## config.mk

```make
export PLATFORM = sky130hd
export DESIGN_NAME = can_address_self_assignment
export DESIGN_NICKNAME = d
export VERILOG_FILES = /design/src/sv/caas_pkg.sv /design/src/sv/caas_gen.sv /design/src/sv/can_address_self_assignment.sv
export SDC_FILE = /design/constraint.sdc
export NUM_CORES = 1
export LEC_CHECK = 0
export ABC_AREA = 1
export ABC_CLOCK_PERIOD_IN_PS = 4800
export BUFFER_PORTS_ARGS = -buffer_cell sky130_fd_sc_hd__clkbuf_2
export CAP_MARGIN = 25
export CORE_MARGIN = 10
export CORE_UTILIZATION = 60
export DETAILED_ROUTE_END_ITERATION = 10
export PLACE_DENSITY = 0.79
export SLEW_MARGIN = 20
export SYNTH_ARGS = -nofsm -noshare
export SYNTH_HDL_FRONTEND = slang
export SYNTH_SLANG_ARGS = --single-unit
```

## constraint.sdc

```tcl
create_clock -name clk -period 4.8 [get_ports clk]
set_input_delay 0.96 -clock clk [delete_from_list [all_inputs] [get_ports clk]]
set_output_delay 0.96 -clock clk [all_outputs]
set_load 0.01 [all_outputs]
```

## src/sv/caas_pkg.sv

```systemverilog
// Shared types and constants for the bus address self-assignment block.
// Used by caas_gen and can_address_self_assignment; no dependencies.
package caas_pkg;

  localparam int ADDR_BITS   = 7;
  localparam int MAX_ADDRESS = 120;
  localparam int GUID_BYTES  = 16;
  localparam int ROT_BITS    = $clog2(ADDR_BITS);
  localparam int BYTE_BITS   = $clog2(GUID_BYTES);
  localparam int DELAY_BITS  = 10;
  localparam int CFG_W       = 32;
  localparam int CFG_IDX_W   = 3;

  localparam logic [1:0] CMD_TICK    = 2'd0;
  localparam logic [1:0] CMD_TOKEN   = 2'd1;
  localparam logic [1:0] CMD_RESTART = 2'd2;

  localparam logic [1:0] TOK_OTHER   = 2'd0;
  localparam logic [1:0] TOK_REQUEST = 2'd1;
  localparam logic [1:0] TOK_IN_USE  = 2'd2;

  localparam logic SEND_REQUEST = 1'b0;
  localparam logic SEND_IN_USE  = 1'b1;

  localparam logic [CFG_IDX_W-1:0] REG_GUID0    = 3'd0;
  localparam logic [CFG_IDX_W-1:0] REG_GUID1    = 3'd1;
  localparam logic [CFG_IDX_W-1:0] REG_GUID2    = 3'd2;
  localparam logic [CFG_IDX_W-1:0] REG_GUID3    = 3'd3;
  localparam logic [CFG_IDX_W-1:0] REG_SEED     = 3'd4;
  localparam logic [CFG_IDX_W-1:0] REG_ST_ADDR  = 3'd5;
  localparam logic [CFG_IDX_W-1:0] REG_ST_STAT  = 3'd6;
  localparam logic [CFG_IDX_W-1:0] REG_DELAY    = 3'd7;

  localparam logic [127:0] GUID_RESET =
    {32'hA4A69FE5, 32'h9E957DBC, 32'h331CE9EC, 32'hEE4CAD97};
  localparam logic [DELAY_BITS-1:0] DELAY_RESET = 10'd100;

  typedef logic [ADDR_BITS-1:0] addr_t;

  typedef struct packed {
    logic start;
    logic clear;
  } gen_ctrl_t;

  typedef struct packed {
    logic busy;
    logic done;
  } gen_stat_t;

  typedef struct packed {
    logic  status_timer_start;
    logic  address_static;
    logic  address_valid;
    addr_t node_address;
    addr_t send_value;
    logic  send_kind;
    logic  send_token;
  } result_t;

endpackage

```

## src/sv/caas_gen.sv

```systemverilog
// Candidate address generator: one shared 7-bit adder summing GUID bytes
// XORed with the rotated seed, one byte per cycle, retrying until in range.
// Depends on caas_pkg.
module caas_gen (
  input  logic                     clk,
  input  logic                     rst_n,
  input  caas_pkg::gen_ctrl_t      ctrl_i,
  input  logic [127:0]             guid_i,
  input  caas_pkg::addr_t          seed_i,
  output caas_pkg::gen_stat_t      stat_o,
  output caas_pkg::addr_t          cand_o
);

  typedef enum logic [1:0] {
    G_IDLE = 2'b01,
    G_SUM  = 2'b10
  } gstate_t;

  gstate_t                            state_r, state_nxt;
  caas_pkg::addr_t                    acc_r, acc_nxt;
  caas_pkg::addr_t                    off_r, off_nxt;
  logic [caas_pkg::ROT_BITS-1:0]      rot_r, rot_nxt;
  logic [caas_pkg::BYTE_BITS-1:0]     byte_r, byte_nxt;
  caas_pkg::addr_t                    cand_r, cand_nxt;
  logic                               done_r, done_nxt;

  logic [2*caas_pkg::ADDR_BITS-1:0]   rot_dbl;
  caas_pkg::addr_t                    xval;
  logic [7:0]                         gbyte;
  caas_pkg::addr_t                    sum;
  logic                               in_range;

  always_comb begin
    rot_dbl  = {seed_i, seed_i} >> rot_r;
    xval     = rot_dbl[caas_pkg::ADDR_BITS-1:0];
    gbyte    = guid_i[{byte_r, 3'b000} +: 8];
    sum      = acc_r + (gbyte[caas_pkg::ADDR_BITS-1:0] ^ xval);
    in_range = (sum != '0) &&
               ({1'b0, sum} <= (caas_pkg::ADDR_BITS+1)'(caas_pkg::MAX_ADDRESS));
  end

  always_comb begin
    state_nxt = state_r;
    acc_nxt   = acc_r;
    off_nxt   = off_r;
    rot_nxt   = rot_r;
    byte_nxt  = byte_r;
    cand_nxt  = cand_r;
    done_nxt  = 1'b0;
    unique case (state_r)
      G_IDLE: begin
        if (ctrl_i.clear) begin
          off_nxt = '0;
          rot_nxt = '0;
        end else if (ctrl_i.start) begin
          acc_nxt   = off_r;
          byte_nxt  = '0;
          state_nxt = G_SUM;
        end
      end
      G_SUM: begin
        acc_nxt  = sum;
        byte_nxt = byte_r + 1'b1;
        if (byte_r == caas_pkg::BYTE_BITS'(caas_pkg::GUID_BYTES - 1)) begin
          if (rot_r == caas_pkg::ROT_BITS'(caas_pkg::ADDR_BITS - 1)) begin
            rot_nxt = '0;
            off_nxt = off_r + 1'b1;
          end else begin
            rot_nxt = rot_r + 1'b1;
          end
          acc_nxt = off_nxt;
          if (in_range) begin
            cand_nxt  = sum;
            done_nxt  = 1'b1;
            state_nxt = G_IDLE;
          end
        end
      end
      default: state_nxt = G_IDLE;
    endcase
  end

  always_ff @(posedge clk) begin
    if (!rst_n) begin
      state_r <= G_IDLE;
      off_r   <= '0;
      rot_r   <= '0;
      done_r  <= 1'b0;
    end else begin
      state_r <= state_nxt;
      off_r   <= off_nxt;
      rot_r   <= rot_nxt;
      done_r  <= done_nxt;
    end
  end

  always_ff @(posedge clk) begin
    acc_r  <= acc_nxt;
    byte_r <= byte_nxt;
    cand_r <= cand_nxt;
  end

  assign stat_o.busy = (state_r == G_SUM);
  assign stat_o.done = done_r;
  assign cand_o      = cand_r;

endmodule

```

## src/sv/can_address_self_assignment.sv

```systemverilog
// Bus node address self-assignment, top level: config registers, command
// sequencer, negotiation state and result register. Uses caas_pkg, caas_gen.
//
// Each item is a tick, a received token or a restart and yields one result.
// Restart, token and most ticks go through the result register and then the
// output register, where out_tready can hold them. A tick that must propose
// an address runs the generator: one GUID byte per cycle through a single
// adder per try, repeated until the candidate falls in 1..120, at most 7*128
// tries, then the result and output registers. No reset clearing pass.
module can_address_self_assignment (
  input  logic                            clk,
  input  logic                            rst_n,
  input  logic                            in_tvalid,
  output logic                            in_tready,
  input  logic [23:0]                     in_tdata,  // token_value, token_sender
  input  logic [3:0]                      in_tuser,  // command, token_kind
  output logic                            out_tvalid,
  input  logic                            out_tready,
  // send_token, send_value, node_address, address_valid, address_static,
  // status_timer_start
  output logic [23:0]                     out_tdata,
  output logic                            out_tuser, // send_kind
  input  logic                            cfg_wr_en,
  input  logic [caas_pkg::CFG_IDX_W-1:0]  cfg_addr,
  input  logic [caas_pkg::CFG_W-1:0]      cfg_wdata
);

  typedef enum logic [2:0] {
    T_IDLE = 3'b001,
    T_GEN  = 3'b010,
    T_PUT  = 3'b100
  } tstate_t;

  logic [127:0]                        guid_r;
  caas_pkg::addr_t                     seed_r, st_addr_r;
  logic                                st_stat_r;
  logic [caas_pkg::DELAY_BITS-1:0]     delay_r;

  tstate_t                             state_r, state_nxt;
  caas_pkg::addr_t                     wa_r, wa_nxt;
  logic                                stat_r, stat_nxt;
  caas_pkg::addr_t                     prop_r, prop_nxt;
  logic [caas_pkg::DELAY_BITS-1:0]     cnt_r, cnt_nxt;
  caas_pkg::result_t                   res_r, res_nxt;
  logic                                ov_r, ov_nxt;
  caas_pkg::result_t                   od_r, od_nxt;

  caas_pkg::gen_ctrl_t                 gctrl;
  caas_pkg::gen_stat_t                 gstat;
  caas_pkg::addr_t                     gcand;

  logic [1:0]                          cmd, tkind;
  logic [15:0]                         tvalue;
  caas_pkg::addr_t                     tsender;
  logic                                accept, valid_now, valid_nxt;
  logic                                clash_use, clash_snd, out_free;

  function automatic logic addr_ok(caas_pkg::addr_t a, logic s);
    return ((a != '0) &&
            ({1'b0, a} <= (caas_pkg::ADDR_BITS+1)'(caas_pkg::MAX_ADDRESS))) || s;
  endfunction

  assign cmd     = in_tuser[1:0];
  assign tkind   = in_tuser[3:2];
  assign tvalue  = in_tdata[15:0];
  assign tsender = in_tdata[16 +: caas_pkg::ADDR_BITS];

  assign in_tready = (state_r == T_IDLE);
  assign accept    = in_tvalid && in_tready;
  assign out_free  = !ov_r || out_tready;
  assign valid_now = addr_ok(wa_r, stat_r);

  caas_gen u_gen (
    .clk    (clk),
    .rst_n  (rst_n),
    .ctrl_i (gctrl),
    .guid_i (guid_r),
    .seed_i (seed_r),
    .stat_o (gstat),
    .cand_o (gcand)
  );

  always_comb begin
    clash_use = (tkind == caas_pkg::TOK_IN_USE) &&
                (tvalue == {{(16-caas_pkg::ADDR_BITS){1'b0}}, prop_r});
    clash_snd = (wa_r != '0) && (wa_r == tsender) && !stat_r;
  end

  always_comb begin
    state_nxt   = state_r;
    wa_nxt      = wa_r;
    stat_nxt    = stat_r;
    prop_nxt    = prop_r;
    cnt_nxt     = cnt_r;
    res_nxt     = res_r;
    ov_nxt      = ov_r && !out_tready;
    od_nxt      = od_r;
    gctrl.start = 1'b0;
    gctrl.clear = 1'b0;
    valid_nxt   = valid_now;
    unique case (state_r)
      T_IDLE: begin
        if (accept) begin
          res_nxt   = '0;
          state_nxt = T_PUT;
          unique case (cmd)
            caas_pkg::CMD_RESTART: begin
              wa_nxt      = st_addr_r;
              stat_nxt    = st_stat_r;
              prop_nxt    = '0;
              cnt_nxt     = '0;
              gctrl.clear = 1'b1;
              if (st_stat_r) begin
                res_nxt.send_token = 1'b1;
                res_nxt.send_kind  = caas_pkg::SEND_IN_USE;
                res_nxt.send_value = st_addr_r;
              end
            end
            caas_pkg::CMD_TICK: begin
              if (!valid_now) begin
                if (prop_r == '0) begin
                  gctrl.start = 1'b1;
                  state_nxt   = T_GEN;
                end else if (cnt_r <= caas_pkg::DELAY_BITS'(1)) begin
                  wa_nxt                     = prop_r;
                  prop_nxt                   = '0;
                  cnt_nxt                    = '0;
                  res_nxt.send_token         = 1'b1;
                  res_nxt.send_kind          = caas_pkg::SEND_IN_USE;
                  res_nxt.send_value         = prop_r;
                  res_nxt.status_timer_start = 1'b1;
                end else begin
                  cnt_nxt = cnt_r - 1'b1;
                end
              end
            end
            caas_pkg::CMD_TOKEN: begin
              if (clash_use || clash_snd) begin
                wa_nxt   = '0;
                prop_nxt = '0;
              end else if ((tkind == caas_pkg::TOK_REQUEST) &&
                           (tvalue == {{(16-caas_pkg::ADDR_BITS){1'b0}}, wa_r})) begin
                res_nxt.send_token = 1'b1;
                res_nxt.send_kind  = caas_pkg::SEND_IN_USE;
                res_nxt.send_value = wa_r;
              end
            end
            default: ;
          endcase
          valid_nxt              = addr_ok(wa_nxt, stat_nxt);
          res_nxt.node_address   = wa_nxt;
          res_nxt.address_valid  = valid_nxt;
          res_nxt.address_static = stat_nxt;
        end
      end
      T_GEN: begin
        if (gstat.done) begin
          prop_nxt           = gcand;
          cnt_nxt            = delay_r;
          res_nxt.send_token = 1'b1;
          res_nxt.send_kind  = caas_pkg::SEND_REQUEST;
          res_nxt.send_value = gcand;
          state_nxt          = T_PUT;
        end
      end
      T_PUT: begin
        if (out_free) begin
          ov_nxt    = 1'b1;
          od_nxt    = res_r;
          state_nxt = T_IDLE;
        end
      end
      default: state_nxt = T_IDLE;
    endcase
  end

  always_ff @(posedge clk) begin
    if (!rst_n) begin
      guid_r    <= caas_pkg::GUID_RESET;
      seed_r    <= '0;
      st_addr_r <= '0;
      st_stat_r <= 1'b0;
      delay_r   <= caas_pkg::DELAY_RESET;
    end else if (cfg_wr_en) begin
      unique case (cfg_addr)
        caas_pkg::REG_GUID0:   guid_r[31:0]   <= cfg_wdata;
        caas_pkg::REG_GUID1:   guid_r[63:32]  <= cfg_wdata;
        caas_pkg::REG_GUID2:   guid_r[95:64]  <= cfg_wdata;
        caas_pkg::REG_GUID3:   guid_r[127:96] <= cfg_wdata;
        caas_pkg::REG_SEED:    seed_r    <= cfg_wdata[caas_pkg::ADDR_BITS-1:0];
        caas_pkg::REG_ST_ADDR: st_addr_r <= cfg_wdata[caas_pkg::ADDR_BITS-1:0];
        caas_pkg::REG_ST_STAT: st_stat_r <= cfg_wdata[0];
        caas_pkg::REG_DELAY:   delay_r   <= cfg_wdata[caas_pkg::DELAY_BITS-1:0];
        default: ;
      endcase
    end
  end

  always_ff @(posedge clk) begin
    if (!rst_n) begin
      state_r <= T_IDLE;
      wa_r    <= '0;
      stat_r  <= 1'b0;
      prop_r  <= '0;
      cnt_r   <= '0;
      ov_r    <= 1'b0;
    end else begin
      state_r <= state_nxt;
      wa_r    <= wa_nxt;
      stat_r  <= stat_nxt;
      prop_r  <= prop_nxt;
      cnt_r   <= cnt_nxt;
      ov_r    <= ov_nxt;
    end
  end

  always_ff @(posedge clk) begin
    res_r <= res_nxt;
    od_r  <= od_nxt;
  end

  assign out_tvalid = ov_r;
  assign out_tuser  = od_r.send_kind;
  assign out_tdata  = {6'b0, od_r.status_timer_start, od_r.address_static,
                       od_r.address_valid, od_r.node_address, od_r.send_value,
                       od_r.send_token};

  a_gen_only_in_gen: assert property (@(posedge clk) disable iff (!rst_n)
    (gstat.done || gstat.busy) |-> (state_r == T_GEN))
    else $error("generator active outside of generation state");

  a_cand_in_range: assert property (@(posedge clk) disable iff (!rst_n)
    gstat.done |-> ((gcand != '0) &&
      ({1'b0, gcand} <= (caas_pkg::ADDR_BITS+1)'(caas_pkg::MAX_ADDRESS))))
    else $error("generated candidate out of range");

  a_status_is_in_use: assert property (@(posedge clk) disable iff (!rst_n)
    (ov_r && od_r.status_timer_start) |->
      (od_r.send_token && (od_r.send_kind == caas_pkg::SEND_IN_USE) && od_r.address_valid))
    else $error("adoption result without in-use announcement");

  a_accept_leaves_idle: assert property (@(posedge clk) disable iff (!rst_n)
    accept |=> (state_r != T_IDLE))
    else $error("accepted item produced no pending result");

endmodule
```

==> impl_metrics.yaml <==
outcome:
  status: "completed"
die:
  io_pins: 95
  die-area_mm2: 0.0247
  die_h_um: 157
  coreArea_mm2: 0.0186
  num_rows: 50
  start_util: 0.606
  die_w_um: 157
synth:
  ys_ff_latch: 235
  synth_top_area_frac: 0.317
  synthesis.instances: 1539
  synth_area_per_cell_um2: 7.34
  synth_area_leaders: "dfxtp_1, edfxtp_1, nand2_1"
  synth-edff-count: 56
  async_flop_share: 0
  synth.distinct_cells: 44
  yosys_warnings: 0
  syn_area_mm2: 0.0113
  seq_area_frac_synth: 0.466
  synth_top_area_cell: "dfxtp_1"
  ys.flop_type: "dfxtp_1"
clock_network:
  cts-root-buf: "clkbuf_16"
  clock_latency_ns: 0.52
  cts_hold_buf: 0
  postCtsResizedCells: 0
  clkTransAtPathRegs_ns: 0.06
  numClockSinks: 235
  cts_made_buffers: 25
  cts_tree: "built"
  cts_max_path_buffers: 3
  postCtsSetupBuffers: 0
  htree_levels: 1
pwr:
  powerDensity_mw_per_mm2: 506
  p_leak_nw: 5.74
  seqPwrFrac: 0.374
  p_clk_frac: 0.331
  power.switching_mw: 2.24
  switching_share: 0.348
  intPower_mw: 4.21
  vdd_drop_max_mv: 0.307
  combPwrFrac: 0.295
setup_path:
  r2r_cells: 19
  worst_ep_required_time_ns: 4.96
  critPathLaunch: "u_gen.byte_r[0]"
  reg2reg_to: "u_gen.cand_o[3]"
  cp-end-kind: "flop"
  worstSetupEndpoint: "u_gen.cand_o[3]"
  r2r_start: "u_gen.byte_r[0]"
  worstPathMaxFanout: 60
  worst-setup-path-type: "flop to flop"
  worst-endpoint-arrival_ns: 4.37
  r2r_slack_ns: 0.59
  startpoint_type: "flop"
detailed_routing:
  routed_wl_um: 31100
  drc: 0
  vias: 10557
  routed_via_density: 5.72
  dr.pass1.iters: 6
  post_drt_wl_per_cell_um: 16.8
  detail_route.iter0.violations: 985
  drt.antenna.violating_nets: 0
final_layout:
  multi_input_area_mm2: 0.00519
  syn2layout_area_growth_pct: 13.0
  fin_cells: 1846
  diodes: 0
  nFillCells: 1588
  regArea_mm2: 0.00527
  layout_common_cells: "nand2_1, nor2_1, dfxtp_1"
  drive_gt1_frac: 0.113
  final_util: 0.685
  layout_commonest_cell: "nand2_1"
  nets: 1676
grt:
  busiest_layer: "met2"
  grt_use_met1: 0.304
  grt_pass1_vias: 9981
  grt_pass1_wl_um: 49700
  use_met2: 0.426
  grt_use_met3: 0.0330
  track_usage: 0.245
  grt_max_degree: 86
  antenna_found_initial: 0
  grt_overflow: 0
sta:
  drv_slew: 0
  fin_setup_tns_ns: 0
  maxSlewHeadroom: 0.404
  finalWorstSetupSlack_ns: 0.592
  finalHoldViolations: 0
  worst_slew_pin_slew_ns: 0.893
  period_share: 0.877
  fmax_mhz: 238
  layout_min_cycle_time_ns: 4.21
  finClkSkew_ns: 0.0122
  rsz0062_at_grt: "false"
  setup_viol: 0
job:
  cap_viol_max_count: 0
place:
  post-place-cells: 1800
  hpwl_um: 21100
  dp_slack_ns: 0.728
  numPortBuffers: 84
  gp_congestion: 0.960
min_path:
  worst_hold_path_type: "flop to flop"
[cell usage after synthesis (15+ instances only)]
master / n
inv_2: 21
o21ai_0: 169
inv_1: 118
o21ai_1: 19
nor2_1: 227
nor3_1: 15
clkbuf_1: 57
nand3_1: 119
xor2_1: 16
nand2_1: 326
o22ai_1: 16
edfxtp_1: 56
dfxtp_1: 179
a21oi_1: 76
[worst max-delay path, cell delays in order (launching register included)]
cell	delay, ns
edfxtp_1	0.37
buf_4	0.53
o21ai_0	0.16
o221ai_1	0.22
nand3_1	0.10
nand3_1	0.12
xor2_1	0.27
ha_1	0.24
inv_1	0.07
fa_1	0.44
nor3_1	0.20
nor2_1	0.10
nand3_1	0.07
nand2_1	0.07
inv_1	0.06
nand3_1	0.09
nand2_1	0.12
nand2_1	0.07
and2_1	0.14
nor2_1	0.39
[worst min-delay path by stage]
stage | from | end | slack, ns | depth (start not counted)
3_3_place_gp | res_r[10] | out_tdata[9] | 0.40 | 0
4_1_cts | res_r[9] | out_tdata[8] | 0.42 | 0
2_1_floorplan | res_r[0] | out_tdata[0] | 0.40 | 0
5_1_grt | res_r[16] | out_tdata[15] | 0.43 | 0
3_5_place_dp | res_r[9] | out_tdata[8] | 0.41 | 0
6_report | res_r[9] | out_tdata[8] | 0.42 | 0
[power groups by stage]
stage / sequential (mW) / combinational, mW / clock (mW)
2_1_floorplan: 2.40 / 1.37 / 0
3_3_place_gp: 2.44 / 1.81 / 0
3_5_place_dp: 2.45 / 1.85 / 0
4_1_cts: 2.41 / 1.87 / 2.15
5_1_grt: 2.43 / 2.14 / 2.23
6_report: 2.41 / 1.90 / 2.14
[sequential cells by signal (all words and copies together) (netlist names), 2 cells and up]
register,count
guid_r,112
res_r,19
out_tdata,18
cnt_r,10
delay_r,10
prop_r,7
seed_r,7
st_addr_r,7
u_gen.acc_r,7
u_gen.cand_o,7
u_gen.off_r,7
wa_r,7
u_gen.byte_r,4
state_r,3
u_gen.rot_r,3
u_gen.state_r,2
[through the flow]
stage / total power [mW] / area, µm² / hold slack (ns)
after global routing: 6.80 / 12800 / 0.431
after floorplan: 3.77 / 11300 / 0.400
final: 6.46 / 12800 / 0.422
after global placement: 4.25 / 11800 / 0.400
after detailed placement: 4.30 / 11800 / 0.407
after CTS: 6.43 / 12700 / 0.424
[logic make-up after synthesis]
| group | Yosys count | synth area share |
|---|---|---|
| XOR/XNOR | 28 | 0.0217 |
| flip-flops | 235 | 0.466 |
| adder cells (fa/ha/maj) | 14 | 0.0162 |
| AND/OR/NAND/NOR | 721 | 0.265 |
| buffers and inverters | 221 | 0.0771 |
| AO/OA/AOI/OAI | 317 | 0.152 |
| other | 1 | 0.000332 |
| multiplexers | 2 | 0.00177 |
[per-layer routing]
metal  vias up  part of all wire
met3        85             0.074
met4         0             0.035
met1      4847              0.41
li1       5181                 -
met2       444              0.48
met5         -                 0
[layout make-up]
type,count,area share
multi-input cells,1088,0.407
well taps,234,0.0229
flip-flops and latches,235,0.412
clock buffers,32,0.0567
clock inverters,13,0.0161
inverters,145,0.0426
repair buffers,99,0.0425
Power figures use the tool's default switching activity.
